**config.mk**
```make
export PLATFORM = sky130hd
export DESIGN_NAME = fixed_frame_header_footer_sync
export DESIGN_NICKNAME = d
export VERILOG_FILES = /design/src/rtl/ffhf_pkg.sv /design/src/rtl/ffhf_front.sv /design/src/rtl/ffhf_queue.sv /design/src/rtl/ffhf_back.sv /design/src/rtl/fixed_frame_header_footer_sync.sv
export SDC_FILE = /design/constraint.sdc
export NUM_CORES = 1
export LEC_CHECK = 0
export BUFFER_PORTS_ARGS = -buffer_cell sky130_fd_sc_hd__buf_2
export CORE_UTILIZATION = 25
export DETAILED_ROUTE_END_ITERATION = 16
export GPL_ROUTABILITY_DRIVEN = 0
export PLACE_DENSITY = 0.41
export SETUP_SLACK_MARGIN = 0.3
export SYNTH_ARGS = -nofsm -noshare
export SYNTH_HDL_FRONTEND = slang
export SYNTH_SLANG_ARGS = --single-unit
```
**constraint.sdc**
```tcl
create_clock -name clk -period 16 [get_ports clk]
set_input_delay 1.6 -clock clk [delete_from_list [all_inputs] [get_ports clk]]
set_output_delay 1.6 -clock clk [all_outputs]
set_load 0.01 [all_outputs]
```
**src/rtl/ffhf_pkg.sv**
```systemverilog
// ----------------------------------------------------------------------------
// ffhf_pkg
// Shared types and constants for the fixed-length header/footer frame sync.
// ----------------------------------------------------------------------------
package ffhf_pkg;

	localparam int BYTE_W             = 8;
	localparam int PACKET_BYTES_DEF   = 16;
	localparam int HEADER_BYTES_DEF   = 2;
	localparam int FOOTER_BYTES_DEF   = 2;
	localparam int PATTERN_W          = 32;
	localparam int QUEUE_DEPTH        = 2;

	localparam int CFG_AW             = 3;
	localparam int CFG_DW             = 32;

	typedef enum logic [0:0] {
		REG_HEADER = 1'b0,
		REG_FOOTER = 1'b1
	} cfg_reg_t;

endpackage

```
**src/rtl/ffhf_front.sv**
```systemverilog
// ----------------------------------------------------------------------------
// ffhf_front
// Byte window, fresh-byte count and header/footer match; pushes whole frames.
// ----------------------------------------------------------------------------
module ffhf_front
	import ffhf_pkg::*;
#(
	parameter int PACKET_BYTES = PACKET_BYTES_DEF,
	parameter int HEADER_BYTES = HEADER_BYTES_DEF,
	parameter int FOOTER_BYTES = FOOTER_BYTES_DEF
) (
	input  logic                                    clk,
	input  logic                                    arst_n,
	input  logic                                    rx_valid,
	output logic                                    rx_stall,
	input  logic [BYTE_W-1:0]                       rx_byte,
	input  logic [PATTERN_W-1:0]                    header_pattern,
	input  logic [PATTERN_W-1:0]                    footer_pattern,
	input  logic                                    q_full,
	output logic                                    q_push,
	output logic [PACKET_BYTES-1:0][BYTE_W-1:0]     q_push_frame
);

	localparam int CW = $clog2(PACKET_BYTES + 1);

	logic [PACKET_BYTES-1:0][BYTE_W-1:0] win_q;
	logic [PACKET_BYTES-1:0][BYTE_W-1:0] win_nxt;
	logic [CW-1:0]                       cnt_q;
	logic [CW-1:0]                       cnt_nxt;
	logic                                accept;
	logic                                hit;

	assign rx_stall = q_full;
	assign accept   = rx_valid & ~q_full;

	// index 0 is the oldest byte
	assign win_nxt = {rx_byte, win_q[PACKET_BYTES-1:1]};
	assign cnt_nxt = (cnt_q == CW'(PACKET_BYTES)) ? cnt_q : cnt_q + 1'b1;

	always_comb begin
		hit = (cnt_nxt == CW'(PACKET_BYTES));
		for (int k = 0; k < HEADER_BYTES; k++) begin
			if (win_nxt[k] != header_pattern[BYTE_W*k +: BYTE_W])
				hit = 1'b0;
		end
		for (int k = 0; k < FOOTER_BYTES; k++) begin
			if (win_nxt[PACKET_BYTES-FOOTER_BYTES+k] != footer_pattern[BYTE_W*k +: BYTE_W])
				hit = 1'b0;
		end
	end

	assign q_push       = accept & hit;
	assign q_push_frame = win_nxt;

	always_ff @(posedge clk) begin
		if (accept)
			win_q <= win_nxt;
	end

	always_ff @(posedge clk or negedge arst_n) begin
		if (!arst_n) begin
			cnt_q <= '0;
		end else if (accept) begin
			cnt_q <= hit ? '0 : cnt_nxt;
		end
	end

endmodule

```
**src/rtl/ffhf_queue.sv**
```systemverilog
// ----------------------------------------------------------------------------
// ffhf_queue
// Short queue of complete frames between the match front and the streamer.
// ----------------------------------------------------------------------------
module ffhf_queue
	import ffhf_pkg::*;
#(
	parameter int PACKET_BYTES = PACKET_BYTES_DEF
) (
	input  logic                                clk,
	input  logic                                arst_n,
	input  logic                                push,
	input  logic [PACKET_BYTES-1:0][BYTE_W-1:0] push_frame,
	output logic                                full,
	input  logic                                pop,
	output logic [PACKET_BYTES-1:0][BYTE_W-1:0] pop_frame,
	output logic                                nonempty
);

	localparam int PW = $clog2(QUEUE_DEPTH);
	localparam int NW = $clog2(QUEUE_DEPTH + 1);

	logic [QUEUE_DEPTH-1:0][PACKET_BYTES-1:0][BYTE_W-1:0] mem_q;
	logic [PW-1:0] wr_ptr_q;
	logic [PW-1:0] rd_ptr_q;
	logic [NW-1:0] fill_q;

	assign full      = (fill_q == NW'(QUEUE_DEPTH));
	assign nonempty  = (fill_q != '0);
	assign pop_frame = mem_q[rd_ptr_q];

	always_ff @(posedge clk) begin
		if (push)
			mem_q[wr_ptr_q] <= push_frame;
	end

	always_ff @(posedge clk or negedge arst_n) begin
		if (!arst_n) begin
			wr_ptr_q <= '0;
			rd_ptr_q <= '0;
			fill_q   <= '0;
		end else begin
			if (push)
				wr_ptr_q <= (wr_ptr_q == PW'(QUEUE_DEPTH - 1)) ? '0 : wr_ptr_q + 1'b1;
			if (pop)
				rd_ptr_q <= (rd_ptr_q == PW'(QUEUE_DEPTH - 1)) ? '0 : rd_ptr_q + 1'b1;
			if (push && !pop)
				fill_q <= fill_q + 1'b1;
			else if (pop && !push)
				fill_q <= fill_q - 1'b1;
		end
	end

endmodule

```
**src/rtl/ffhf_back.sv**
```systemverilog
// ----------------------------------------------------------------------------
// ffhf_back
// Streams one queued frame out a byte at a time through an output register.
// ----------------------------------------------------------------------------
module ffhf_back
	import ffhf_pkg::*;
#(
	parameter int PACKET_BYTES = PACKET_BYTES_DEF
) (
	input  logic                                clk,
	input  logic                                arst_n,
	input  logic                                q_nonempty,
	input  logic [PACKET_BYTES-1:0][BYTE_W-1:0] q_frame,
	output logic                                q_pop,
	output logic                                frame_valid,
	input  logic                                frame_stall,
	output logic [BYTE_W-1:0]                   frame_byte,
	output logic                                frame_last
);

	localparam int IW = $clog2(PACKET_BYTES);

	logic [PACKET_BYTES-1:0][BYTE_W-1:0] sh_q;
	logic [IW-1:0]                       idx_q;
	logic                                busy_q;
	logic                                out_valid_q;
	logic [BYTE_W-1:0]                   out_byte_q;
	logic                                out_last_q;
	logic                                adv;

	assign adv   = ~out_valid_q | ~frame_stall;
	assign q_pop = q_nonempty & ~busy_q;

	assign frame_valid = out_valid_q;
	assign frame_byte  = out_byte_q;
	assign frame_last  = out_last_q;

	always_ff @(posedge clk) begin
		if (q_pop) begin
			sh_q <= q_frame;
		end else if (busy_q && adv) begin
			sh_q <= {BYTE_W'(0), sh_q[PACKET_BYTES-1:1]};
		end
		if (busy_q && adv) begin
			out_byte_q <= sh_q[0];
			out_last_q <= (idx_q == IW'(PACKET_BYTES - 1));
		end
	end

	always_ff @(posedge clk or negedge arst_n) begin
		if (!arst_n) begin
			busy_q      <= 1'b0;
			idx_q       <= '0;
			out_valid_q <= 1'b0;
		end else begin
			if (adv)
				out_valid_q <= busy_q;
			if (q_pop) begin
				busy_q <= 1'b1;
				idx_q  <= '0;
			end else if (busy_q && adv) begin
				idx_q <= idx_q + 1'b1;
				if (idx_q == IW'(PACKET_BYTES - 1))
					busy_q <= 1'b0;
			end
		end
	end

endmodule

```
**src/rtl/fixed_frame_header_footer_sync.sv**
```systemverilog
// ----------------------------------------------------------------------------
// fixed_frame_header_footer_sync
// Finds fixed-length frames with a configured header and footer in a byte
// stream and streams each frame out with its final byte marked.
// ----------------------------------------------------------------------------
// Usage:
//  rx channel (rx_valid/rx_stall/rx_byte) takes one received byte per request.
//  frame channel (frame_valid/frame_stall/frame_byte/frame_last) gives the
//  bytes of each matched frame, oldest first, frame_last on the final byte.
//  APB port: header_pattern at 0x0, footer_pattern at 0x4; write while idle.
// Timing:
//  One rx byte is taken every cycle; the front holds a byte only while the
//  two-frame queue is full. After its closing rx byte, a frame moves through
//  the queue, the streamer's shift register and the output register; the
//  streamer reloads from the queue once the frame's last byte is registered.
// Reset:
//  Clears the fresh-byte count, queue and streamer; patterns reset to zero.
// Receiver stall:
//  The output register holds; the queue absorbs up to two matched frames,
//  after which rx_stall rises.
// ----------------------------------------------------------------------------
module fixed_frame_header_footer_sync
	import ffhf_pkg::*;
#(
	parameter int PACKET_BYTES = PACKET_BYTES_DEF,
	parameter int HEADER_BYTES = HEADER_BYTES_DEF,
	parameter int FOOTER_BYTES = FOOTER_BYTES_DEF
) (
	input  logic              clk,
	input  logic              arst_n,
	input  logic              psel,
	input  logic              penable,
	input  logic              pwrite,
	input  logic [CFG_AW-1:0] paddr,
	input  logic [CFG_DW-1:0] pwdata,
	output logic [CFG_DW-1:0] prdata,
	output logic              pready,
	input  logic              rx_valid,
	output logic              rx_stall,
	input  logic [BYTE_W-1:0] rx_byte,
	output logic              frame_valid,
	input  logic              frame_stall,
	output logic [BYTE_W-1:0] frame_byte,
	output logic              frame_last
);

	logic [PATTERN_W-1:0]                header_q;
	logic [PATTERN_W-1:0]                footer_q;
	cfg_reg_t                            reg_sel;
	logic                                q_push;
	logic [PACKET_BYTES-1:0][BYTE_W-1:0] q_push_frame;
	logic                                q_full;
	logic                                q_pop;
	logic [PACKET_BYTES-1:0][BYTE_W-1:0] q_pop_frame;
	logic                                q_nonempty;

	assign pready  = 1'b1;
	assign reg_sel = cfg_reg_t'(paddr[2]);

	always_comb begin
		unique case (reg_sel)
			REG_HEADER: prdata = header_q;
			REG_FOOTER: prdata = footer_q;
			default:    prdata = '0;
		endcase
	end

	always_ff @(posedge clk or negedge arst_n) begin
		if (!arst_n) begin
			header_q <= '0;
			footer_q <= '0;
		end else if (psel && penable && pwrite && pready) begin
			unique case (reg_sel)
				REG_HEADER: header_q <= pwdata;
				REG_FOOTER: footer_q <= pwdata;
				default: ;
			endcase
		end
	end

	ffhf_front #(
		.PACKET_BYTES (PACKET_BYTES),
		.HEADER_BYTES (HEADER_BYTES),
		.FOOTER_BYTES (FOOTER_BYTES)
	) u_front (
		.clk            (clk),
		.arst_n         (arst_n),
		.rx_valid       (rx_valid),
		.rx_stall       (rx_stall),
		.rx_byte        (rx_byte),
		.header_pattern (header_q),
		.footer_pattern (footer_q),
		.q_full         (q_full),
		.q_push         (q_push),
		.q_push_frame   (q_push_frame)
	);

	ffhf_queue #(
		.PACKET_BYTES (PACKET_BYTES)
	) u_queue (
		.clk        (clk),
		.arst_n     (arst_n),
		.push       (q_push),
		.push_frame (q_push_frame),
		.full       (q_full),
		.pop        (q_pop),
		.pop_frame  (q_pop_frame),
		.nonempty   (q_nonempty)
	);

	ffhf_back #(
		.PACKET_BYTES (PACKET_BYTES)
	) u_back (
		.clk         (clk),
		.arst_n      (arst_n),
		.q_nonempty  (q_nonempty),
		.q_frame     (q_pop_frame),
		.q_pop       (q_pop),
		.frame_valid (frame_valid),
		.frame_stall (frame_stall),
		.frame_byte  (frame_byte),
		.frame_last  (frame_last)
	);

`ifndef NO_ASSERTIONS
	a_no_push_full: assert property (@(posedge clk) disable iff (!arst_n)
		q_push |-> !q_full)
		else $error("frame pushed into full queue");

	a_no_pop_empty: assert property (@(posedge clk) disable iff (!arst_n)
		q_pop |-> q_nonempty)
		else $error("frame popped from empty queue");

	a_out_hold: assert property (@(posedge clk) disable iff (!arst_n)
		(frame_valid && frame_stall) |=>
			(frame_valid && $stable(frame_byte) && $stable(frame_last)))
		else $error("stalled frame request changed");
`endif

endmodule

```
==> results.sh, run 1 <==
export IMPL_yosysSeqAreaShare=0.796
export IMPL_ys_flop_type="edfxtp_1"
export IMPL_synth_avg_cell_area_sq_um=17.8
export IMPL_switching_share=0.267
export IMPL_hp_class="reg2reg"
export IMPL_cts_buffer_depth=3
export IMPL_pre_cts_ws_ps=9920
export IMPL_ys_warn_count=0
export IMPL_fin_util=0.298
export IMPL_path_cells="buf_2 -> xnor2_1 -> nand4_1 -> or4_4 -> nor4_4 -> nor2b_4 -> buf_4 -> buf_4"
export IMPL_vias=10400
export IMPL_fmax_ghz=0.189
export IMPL_wire_per_inst_microns=16.0
export IMPL_status="finished, final reports clean"
export IMPL_crit_fanout=60
export IMPL_drive_gt1_frac=0.220
export IMPL_drt_first_pass_iters=6
export IMPL_ioPinCount=94
export IMPL_hpwl_microns=21400
export IMPL_p_switching_mw=1.20
export IMPL_antennaDiodeCount=0
export IMPL_fp_row_count=108
export IMPL_wl_microns=41000
export IMPL_slew_headroom=0.260
export IMPL_worstPathArrival_ps=5510
export IMPL_fp_dieArea_sq_um=88600
export IMPL_htreeDepth=3
export IMPL_p_comb_frac=0.151
export IMPL_startpoint_type="input pin"
export IMPL_overflow=0
export IMPL_syn2layout_area_growth_pct=18.3
export IMPL_synth_edf_count=513
export IMPL_slowest_stage="buf_4"
export IMPL_ys_types=35
export IMPL_synth_top_area_cell="edfxtp_1"
export IMPL_critPathCaptureType="register"
export IMPL_initial_core_util=0.252
export IMPL_setup_tns_ps=0
export IMPL_finalCritPeriodShare=0.330
export IMPL_nFillCells=8550
export IMPL_ctsRootBufferMaster="clkbuf_16"
export IMPL_die_h_microns=298
export IMPL_post_cts_buffers=0
export IMPL_cts_resized_gates=0
export IMPL_grt_usage=0.0930
export IMPL_p_per_area_nw_per_um2=175
export IMPL_place_inst=2434
export IMPL_p_int_mw=3.31
export IMPL_synth_top_area_share=0.705
export IMPL_finClkSkew_ps=19.8
export IMPL_clk_pin_slew_worst_paths_ps=60
export IMPL_first_global_vias=11000
export IMPL_finalNonFillerCells=2556
export IMPL_clk_latency_ps=600
export IMPL_r2r_cells=7
export IMPL_worst_pin_slew_ps=1110
export IMPL_cts_buffers=67
export IMPL_syn_cell_area_sq_um=21800
export IMPL_maxCapViolCount=0
export IMPL_whs_path_depth=0
export IMPL_port_buffers=90
export IMPL_core_area_sq_um=86600
export IMPL_grt_max_degree=108
export IMPL_p_total_mw=4.51
export IMPL_ys_top_cells_by_area="edfxtp_1, dfrtp_1, mux2i_1, mux2_2, o21ai_0"
export IMPL_grt_antenna_before_repair=5
export IMPL_viasPerCell=4.06
export IMPL_min_period_ps=5280
export IMPL_pwr_share_clk=0.334
export IMPL_cp_required_ps=16230
export IMPL_cts_tree="yes"
export IMPL_seqPwrFrac=0.515
export IMPL_rsz0062_at_grt="no"
export IMPL_syn_nets=1284
export IMPL_worst_slack_ps=10720
export IMPL_hold_viol=0
export IMPL_irDropWorstVdd_mv=0.106
export IMPL_die_w_microns=298
export IMPL_synth_most_common_cell="edfxtp_1"
export IMPL_finalNetCount=1402
export IMPL_synth_commonest_cells="edfxtp_1, mux2i_1, nand2_1"
export IMPL_ys_seq_elements=592
export IMPL_synthArstFlopShare=0.133
export IMPL_first_iter_violations=474
export IMPL_path_common_cell="buf_4"
export IMPL_grt_pass1_wl_microns=64400
export IMPL_syn_inst=1230
export IMPL_p_leak_nw=9.42
export IMPL_drv_slew=0
export IMPL_clock_sinks=592
export IMPL_antenna_left=0
export IMPL_path_class="in2reg"
export IMPL_hold_buffers=0
export IMPL_max_stage_delay_ps=860
export IMPL_setup_viol=0
export IMPL_drc=0
path summary, 6_finish.rpt:
| kind | from | to | slack, ps |
|---|---|---|---|
| worst max-delay path | rx_byte[4] | u_queue.mem_q[66] | 10720 |
| worst min-delay path | u_back.sh_q[7] | u_back.frame_byte[7] | 420 |
| worst max register to register | u_front.q_push_frame[12] | u_queue.mem_q[66] | 11340 |
| worst min register to register | u_back.sh_q[7] | u_back.frame_byte[7] | 420 |
| max in group asynchronous | arst_n | u_queue.rd_ptr_q | 14020 |
| min in group asynchronous | arst_n | header_q[29] | 1210 |
per-stage QoR:
stage / instance area (sq um) / hold slack [ps]
floorplan: 21800 / 400
global placement: 23700 / 404
detailed placement: 23700 / 408
CTS: 25800 / 422
global route: 25800 / 435
finish: 25800 / 420
flip-flops by register name, indices dropped and copies added, names as in the netlist, 2 cells and up:
register and flops:
u_queue.mem_q 256, u_back.sh_q 128, u_front.q_push_frame 120, footer_q 32, header_q 32, u_back.frame_byte 8
u_front.cnt_q 5, u_back.idx_q 4, u_queue.fill_q 2
layout make-up:
cell class,instances,area (sq um),share of cell area
Sequential cell,592,17400,0.673
Timing Repair Buffer,103,551,0.0213
Tap cell,1155,1450,0.0559
Inverter,7,36.3,0.00140
Clock buffer,80,1760,0.0679
Multi-Input combinational cell,577,4240,0.164
Clock inverter,42,434,0.0168
power by group through the flow:
stage	Sequential, mW	Combinational (mW)	Clock, mW
after global routing	2.36	0.779	1.62
after floorplan	2.29	0.507	0
after detailed placement	2.36	0.712	0
final	2.32	0.683	1.51
after global placement	2.35	0.709	0
after CTS	2.33	0.713	1.56
placed cells by master, fill, tap and decap left out, types with 3 or more instances in the layout:
master	Yosys	routed
nand4_1	8	8
o21ai_0	123	123
nor2b_1	6	5
clkinv_8	0	4
ha_1	4	4
mux2_2	96	96
edfxtp_1	513	513
buf_2	2	89
nand2b_1	4	4
inv_1	7	5
nor2_1	15	15
nor4_1	4	4
buf_4	1	14
clkbuf_16	0	67
clkinv_2	0	12
nand2_1	128	128
clkbuf_8	0	3
xnor2_1	15	15
dfrtp_1	79	78
and3_1	3	3
xor2_1	25	25
clkinv_1	0	13
clkinvlp_4	0	3
bufinv_16	0	6
mux2i_1	128	128
clkbuf_1	45	10
inv_6	0	3
per-layer routing:
metal  global-route usage  routed length [microns]
met5                    0                       61
met4               0.0326                     1020
met3               0.0248                     1780
met2                0.150                    19100
met1                0.120                    19000
critical path, delay by kind of cell:
kind | cells | cell delay [ps]
xor+xnor | 1 | 150
buf+inv | 3 | 1700
simple gates | 4 | 1960
cell families (layout without fill, tap and decap cells):
kind of cell / count (synthesis) / count (layout) / synth area share
compound gates: 128 / 128 / 0.0302
flops: 592 / 592 / 0.796
buf+inv: 61 / 232 / 0.0108
fa+ha+maj: 4 / 4 / 0.00229
simple gates: 180 / 180 / 0.0367
xor+xnor: 40 / 40 / 0.0160
other cells: 1 / 1 / 0.000172
mux: 224 / 224 / 0.108
(Power assumes the default switching activity.)
==> run 2: changes to the inputs <==
--- a/config.mk
+++ b/config.mk
@@ -5,11 +5,12 @@
 export SDC_FILE = /design/constraint.sdc
 export NUM_CORES = 1
 export LEC_CHECK = 0
+export ABC_AREA = 1
 export BUFFER_PORTS_ARGS = -buffer_cell sky130_fd_sc_hd__buf_2
 export CORE_UTILIZATION = 25
 export DETAILED_ROUTE_END_ITERATION = 16
 export GPL_ROUTABILITY_DRIVEN = 0
-export PLACE_DENSITY = 0.41
+export PLACE_DENSITY = 0.42
 export SETUP_SLACK_MARGIN = 0.3
 export SYNTH_ARGS = -nofsm -noshare
 export SYNTH_HDL_FRONTEND = slang
==> constraint.sdc (replaced) <==
create_clock -name clk -period 4.31 [get_ports clk]
set_input_delay 0.431 -clock clk [delete_from_list [all_inputs] [get_ports clk]]
set_output_delay 0.431 -clock clk [all_outputs]
set_load 0.01 [all_outputs]
==> run 2 against run 1 <==
Effect of this change:
- hold slack got worse by 380 ps
- combinational power rose to 3.8 times the previous value
- global-route usage up 0.96 points
- first-iteration DRC count rose by 43%
- non-clock buffer count increased by 6
- sequential power rose to 3.7 times the previous value
- critical path depth is 4 higher
- wire length is 11% higher
- critical path type is now reg2reg
- largest cell class unchanged
==> results.sh, run 2 <==
export IMPL_syn_cell_area_sq_um=22100
export IMPL_vias=12500
export IMPL_hold_buffers=0
export IMPL_r2r_setup_slack_ps=1480
export IMPL_htreeDepth=3
export IMPL_cts_buffer_depth=3
export IMPL_first_iter_violations=676
export IMPL_cts_tree="yes"
export IMPL_dpl_cell_area_sq_um=23900
export IMPL_hp_class="in2async"
export IMPL_r2r_end="u_queue.mem_q[184]"
export IMPL_irDropWorstVdd_mv=0.299
export IMPL_core_area_sq_um=87200
export IMPL_met1_usage=0.132
export IMPL_drc=0
export IMPL_regMostFlops="u_queue.mem_q"
export IMPL_port_buffers=90
export IMPL_synth_edf_count=513
export IMPL_clk_pin_slew_worst_paths_ps=60
export IMPL_layout_commonest_cell="edfxtp_1"
export IMPL_ys_warn_count=0
export IMPL_clock_sinks=592
export IMPL_met2_usage=0.168
export IMPL_min_period_ps=2830
export IMPL_ys_top_cells_by_area="edfxtp_1, dfrtp_1, nand2_1, a31oi_1, nor2_1"
export IMPL_synth_commonest_cells="nand2_1, edfxtp_1, nor2_1"
export IMPL_finalCritPeriodShare=0.658
export IMPL_overflow=0
export IMPL_initial_core_util=0.254
export IMPL_busiest_layer="met2"
export IMPL_r2r_cells=12
export IMPL_crit_fanout=52
export IMPL_synth_most_common_cell="nand2_1"
export IMPL_die_w_microns=299
export IMPL_ctsRootBufferMaster="clkbuf_16"
export IMPL_slew_headroom=0.262
export IMPL_first_global_vias=12700
export IMPL_ys_seq_elements=592
export IMPL_grt_antenna_before_repair=6
export IMPL_viasPerCell=4.15
export IMPL_antennaDiodeCount=0
export IMPL_largest_reg_flops=256
export IMPL_ioPinCount=94
export IMPL_hold_viol=0
export IMPL_final_cell_area_sq_um=26100
export IMPL_ys_flop_type="edfxtp_1"
export IMPL_critPathCaptureType="register"
export IMPL_ys_types=23
export IMPL_wl_microns=45400
export IMPL_fp_dieArea_sq_um=89600
export IMPL_maxCapViolCount=0
export IMPL_drive_gt1_frac=0.118
export IMPL_nFillCells=8795
export IMPL_yosysSeqAreaShare=0.787
export IMPL_grt_util_met3=0.0249
export IMPL_p_per_area_nw_per_um2=647
export IMPL_clk_latency_ps=590
export IMPL_worst_pin_slew_ps=1100
export IMPL_synthArstFlopShare=0.133
export IMPL_syn_nets=1740
export IMPL_drv_slew=0
export IMPL_fp_row_count=108
export IMPL_post_cts_buffers=0
export IMPL_antenna_left=0
export IMPL_hpwl_microns=24700
export IMPL_path_class="reg2reg"
export IMPL_finClkSkew_ps=29.5
export IMPL_syn_inst=1686
export IMPL_wire_per_inst_microns=15.1
export IMPL_synth_top_area_share=0.697
export IMPL_die_h_microns=299
export IMPL_syn2layout_area_growth_pct=18.0
export IMPL_r2r_start="u_front.cnt_q[0]"
export IMPL_finalNetCount=1843
export IMPL_synth_top_area_cell="edfxtp_1"
export IMPL_whs_ps=41.7
export IMPL_cp_required_ps=4550
export IMPL_setup_viol=0
export IMPL_startpoint_type="register"
export IMPL_mostFrequentLayoutCells="edfxtp_1, nand2_1, nor2_1"
export IMPL_drt_first_pass_iters=5
export IMPL_cts_buffers=67
export IMPL_fmax_ghz=0.353
export IMPL_grt_usage=0.103
export IMPL_rsz0062_at_grt="no"
export IMPL_grt_max_degree=97
export IMPL_cts_resized_gates=0
export IMPL_synth_avg_cell_area_sq_um=13.1
export IMPL_worstPathArrival_ps=3070
export IMPL_status="finished, final reports clean"
export IMPL_p_leak_nw=9.78
export IMPL_grt_pass1_wl_microns=72500
export IMPL_setup_tns_ps=0
==> run 2: area by class of cell <==
cell class	count	area, sq um	area share
Clock buffer	84	1800	0.0692
Clock inverter	39	367	0.0141
Inverter	110	423	0.0162
Multi-Input combinational cell	909	3980	0.152
Sequential cell	592	17400	0.667
Tap cell	1155	1450	0.0554
Timing Repair Buffer	109	671	0.0257
==> run 2: per-stage QoR <==
stage | power (mW) | util | cells | setup slack [ps]
final | 16.9 | 0.299 | 2998 | 1480
after global routing | 17.9 | 0.299 | 2998 | 1170
after CTS | 17.2 | 0.299 | 2998 | 1370
after detailed placement | 11.5 | 0.274 | 2875 | 1390
after global placement | 11.5 | 0.274 | 2875 | 1370
after floorplan | 10.4 | - | 1686 | -863
==> run 2: where the power goes <==
part,internal (mW),switching [mW]
logic,0.834,1.78
clock network,3.34,2.25
registers,7.96,0.701
==> run 2: cells by family (layout without fill, tap and decap cells) <==
kind of cell / Yosys count / after routing / synth area share
AND/OR/NAND/NOR: 679 / 679 / 0.116
flip-flops: 592 / 592 / 0.787
AO/OA/AOI/OAI: 217 / 217 / 0.0563
buffers and inverters: 185 / 342 / 0.0354
XOR/XNOR: 8 / 8 / 0.00317
adder cells (fa/ha/maj): 4 / 4 / 0.00227
other: 1 / 1 / 0.000170
==> run 2: worst max-delay path by stage <==
stage                           start                       end  cells past startpoint
CTS                  u_front.cnt_q[0]        u_queue.mem_q[170]                     12
detailed placement           rx_valid  u_front.q_push_frame[67]                      5
global route         u_front.cnt_q[0]        u_queue.mem_q[184]                     12
finish               u_front.cnt_q[0]        u_queue.mem_q[184]                     12
floorplan           u_queue.fill_q[0]          u_queue.mem_q[0]                      4
global placement     u_front.cnt_q[0]        u_queue.mem_q[176]                     12
==> run 2: worst max-delay path, stage by stage (launching register included) <==
cell and delay, ps:
dfrtp_1 390, inv_1 90, ha_1 290, inv_1 70, nand2_1 50, nor2_1 90, nand2_1 80, nor2_1 100
nand2_1 50, nor2_1 200, nand3_1 200, nor2_4 480, buf_12 370
==> run 2: routing by layer <==
metal,up-vias,part of all wire
met5,-,0.0017
met4,12,0.028
met3,94,0.044
met2,210,0.47
met1,6094,0.46
li1,6043,-
==> run 3: changes to the inputs <==
--- a/config.mk
+++ b/config.mk
@@ -5,12 +5,12 @@
 export SDC_FILE = /design/constraint.sdc
 export NUM_CORES = 1
 export LEC_CHECK = 0
-export ABC_AREA = 1
+export ABC_AREA = 0
 export BUFFER_PORTS_ARGS = -buffer_cell sky130_fd_sc_hd__buf_2
 export CORE_UTILIZATION = 25
 export DETAILED_ROUTE_END_ITERATION = 16
 export GPL_ROUTABILITY_DRIVEN = 0
-export PLACE_DENSITY = 0.42
+export PLACE_DENSITY = 0.41
 export SETUP_SLACK_MARGIN = 0.3
 export SYNTH_ARGS = -nofsm -noshare
 export SYNTH_HDL_FRONTEND = slang
==> constraint.sdc (replaced) <==
create_clock -name clk -period 2.7 [get_ports clk]
set_input_delay 0.27 -clock clk [delete_from_list [all_inputs] [get_ports clk]]
set_output_delay 0.27 -clock clk [all_outputs]
set_load 0.01 [all_outputs]
==> run 3 against run 2 <==
Effect of this change:
- first-iteration DRC count decreased by 26%
- final cell count decreased by 11%
- final area rose by 5.4%
- hold slack better by 8.1 ps
- largest power group unchanged
- critical path depth shrank 4
- critical path type unchanged
- register-to-register slack worse by 1300 ps
- wire length down 2.9%
- clock power is 54% higher
- flip-flop and latch count is the same
- sequential share of layout area shrank 3.4 points
- critical endpoint is now u_queue.mem_q[237]
==> results.sh, run 3 (synthesis gave the netlist of run 1 again) <==
export IMPL_pwr_share_clk=0.321
export IMPL_hp_start="rx_byte[7]"
export IMPL_initial_core_util=0.252
export IMPL_drv_slew=0
export IMPL_startpoint_type="register"
export IMPL_path_cells="xnor2_1 -> nand4_1 -> or4_4 -> nor4_4 -> and2_4 -> buf_8 -> buf_12 -> buf_16"
export IMPL_first_iter_violations=502
export IMPL_slowest_stage="or4_4"
export IMPL_ioPinCount=94
export IMPL_max_stage_delay_ps=560
export IMPL_switching_share=0.270
export IMPL_fin_util=0.317
export IMPL_slew_headroom=0.505
export IMPL_busiest_layer="met2"
export IMPL_hold_viol=0
export IMPL_port_buffers=90
export IMPL_cts_tree="yes"
export IMPL_worst_slack_ps=131
export IMPL_critPathCaptureType="register"
export IMPL_mostFrequentLayoutCells="edfxtp_1, mux2i_1, nand2_1"
export IMPL_grt_antenna_before_repair=2
export IMPL_pre_cts_ws_ps=59.2
export IMPL_met2_usage=0.166
export IMPL_grt_max_degree=97
export IMPL_p_leak_nw=10.1
export IMPL_finalNetCount=1519
export IMPL_clk_pin_slew_worst_paths_ps=50
export IMPL_nFillCells=8424
export IMPL_r2r_start="u_front.q_push_frame[4]"
export IMPL_p_total_mw=26.8
export IMPL_hpwl_microns=24000
export IMPL_irDropWorstVdd_mv=0.490
export IMPL_p_int_mw=19.6
export IMPL_htreeDepth=3
export IMPL_met1_usage=0.123
export IMPL_first_global_vias=11300
export IMPL_clock_sinks=592
export IMPL_clk_latency_ps=600
export IMPL_path_class="reg2reg"
export IMPL_worstPathArrival_ps=2880
export IMPL_setup_viol=0
export IMPL_crit_fanout=8
export IMPL_grt_pass1_wl_microns=67600
export IMPL_p_per_area_nw_per_um2=976
export IMPL_maxCapViolCount=0
export IMPL_grt_util_met3=0.0232
export IMPL_min_period_ps=2570
export IMPL_viasPerCell=4.03
export IMPL_overflow=0
export IMPL_largest_reg_flops=256
export IMPL_die_h_microns=298
export IMPL_drc=0
export IMPL_drive_gt1_frac=0.255
export IMPL_vias=10800
export IMPL_syn2layout_area_growth_pct=25.8
export IMPL_rsz0062_at_grt="yes"
export IMPL_fp_dieArea_sq_um=88600
export IMPL_finalCritPeriodShare=0.952
export IMPL_worst_pin_slew_ps=743
export IMPL_p_switching_mw=7.25
export IMPL_finClkSkew_ps=18.3
export IMPL_p_comb_frac=0.166
export IMPL_fp_row_count=108
export IMPL_cts_buffers=69
export IMPL_r2r_cells=8
export IMPL_crit_start="u_front.q_push_frame[4]"
export IMPL_wl_microns=44100
export IMPL_grt_usage=0.0982
export IMPL_drt_first_pass_iters=4
export IMPL_seqPwrFrac=0.513
export IMPL_hp_class="in2reg"
export IMPL_setup_tns_ps=0
export IMPL_core_area_sq_um=86600
export IMPL_antennaDiodeCount=0
export IMPL_status="finished, final reports clean"
export IMPL_wire_per_inst_microns=16.5
export IMPL_regMostFlops="u_queue.mem_q"
export IMPL_die_w_microns=298
export IMPL_cp_required_ps=3010
export IMPL_whs_path_depth=2
export IMPL_ctsRootBufferMaster="clkbuf_16"
export IMPL_fmax_ghz=0.389
export IMPL_whs_ps=49.9
export IMPL_antenna_left=0
export IMPL_layout_commonest_cell="edfxtp_1"
export IMPL_cts_buffer_depth=3
==> run 3: power by group through the flow <==
stage | clock network, mW | registers (mW) | logic, mW
after floorplan | 0 | 13.5 | 3.02
after global placement | 0 | 13.9 | 4.48
after detailed placement | 0 | 13.9 | 4.50
after CTS | 8.91 | 13.8 | 4.57
after global routing | 9.26 | 14.0 | 5.04
final | 8.61 | 13.7 | 4.45
==> run 3: stage by stage <==
step / std cells / instance area, sq um
floorplan: 1230 / 21900
global placement: 2476 / 24300
detailed placement: 2476 / 24300
CTS: 2662 / 27200
global route: 2672 / 27500
finish: 2672 / 27500
==> run 3: worst paths after layout <==
path	endpoint	slack [ps]
max in group asynchronous	header_q[20]	1810
worst max register to register	u_queue.mem_q[237]	130
worst min register to register	u_back.frame_byte[4]	430
worst min-delay path	u_queue.mem_q[255]	50
worst max-delay path	u_queue.mem_q[237]	130
min in group asynchronous	header_q[22]	240
==> run 3: repair_timing <==
| action | in CTS | in global routing |
|---|---|---|
| hold buffers | 41 | 0 |
| setup endpoints to repair | 257 | 258 |
| hold endpoints to repair | 134 | 0 |
| gates cloned | 8 | 8 |
| resized for setup | 19 | 12 |
| pin swaps | 4 | 4 |
| buffers inserted | 14 | 2 |
==> run 3: routing by layer <==
layer	vias to the layer above	wire (microns)
li1	5121	-
met2	145	21700
met1	5440	19700
met4	2	930
met3	69	1800
met5	-	17
==> run 3: area by class of cell <==
type / count / area, sq um / area share
Sequential cell: 592 / 17400 / 0.633
Multi-Input combinational cell: 577 / 4320 / 0.157
Timing Repair Buffer: 218 / 2210 / 0.0803
Clock buffer: 93 / 1850 / 0.0672
Tap cell: 1155 / 1450 / 0.0526
Clock inverter: 30 / 235 / 0.00856
Inverter: 7 / 35.0 / 0.00128
==> run 3: worst max-delay path, delay by kind of cell, from the launching register on <==
family                    cells  cell delay (ps)
and+or+nand+nor               4             1290
buffers and inverters         3              370
xor gates and xnor gates      1              190
DFF                           1              420
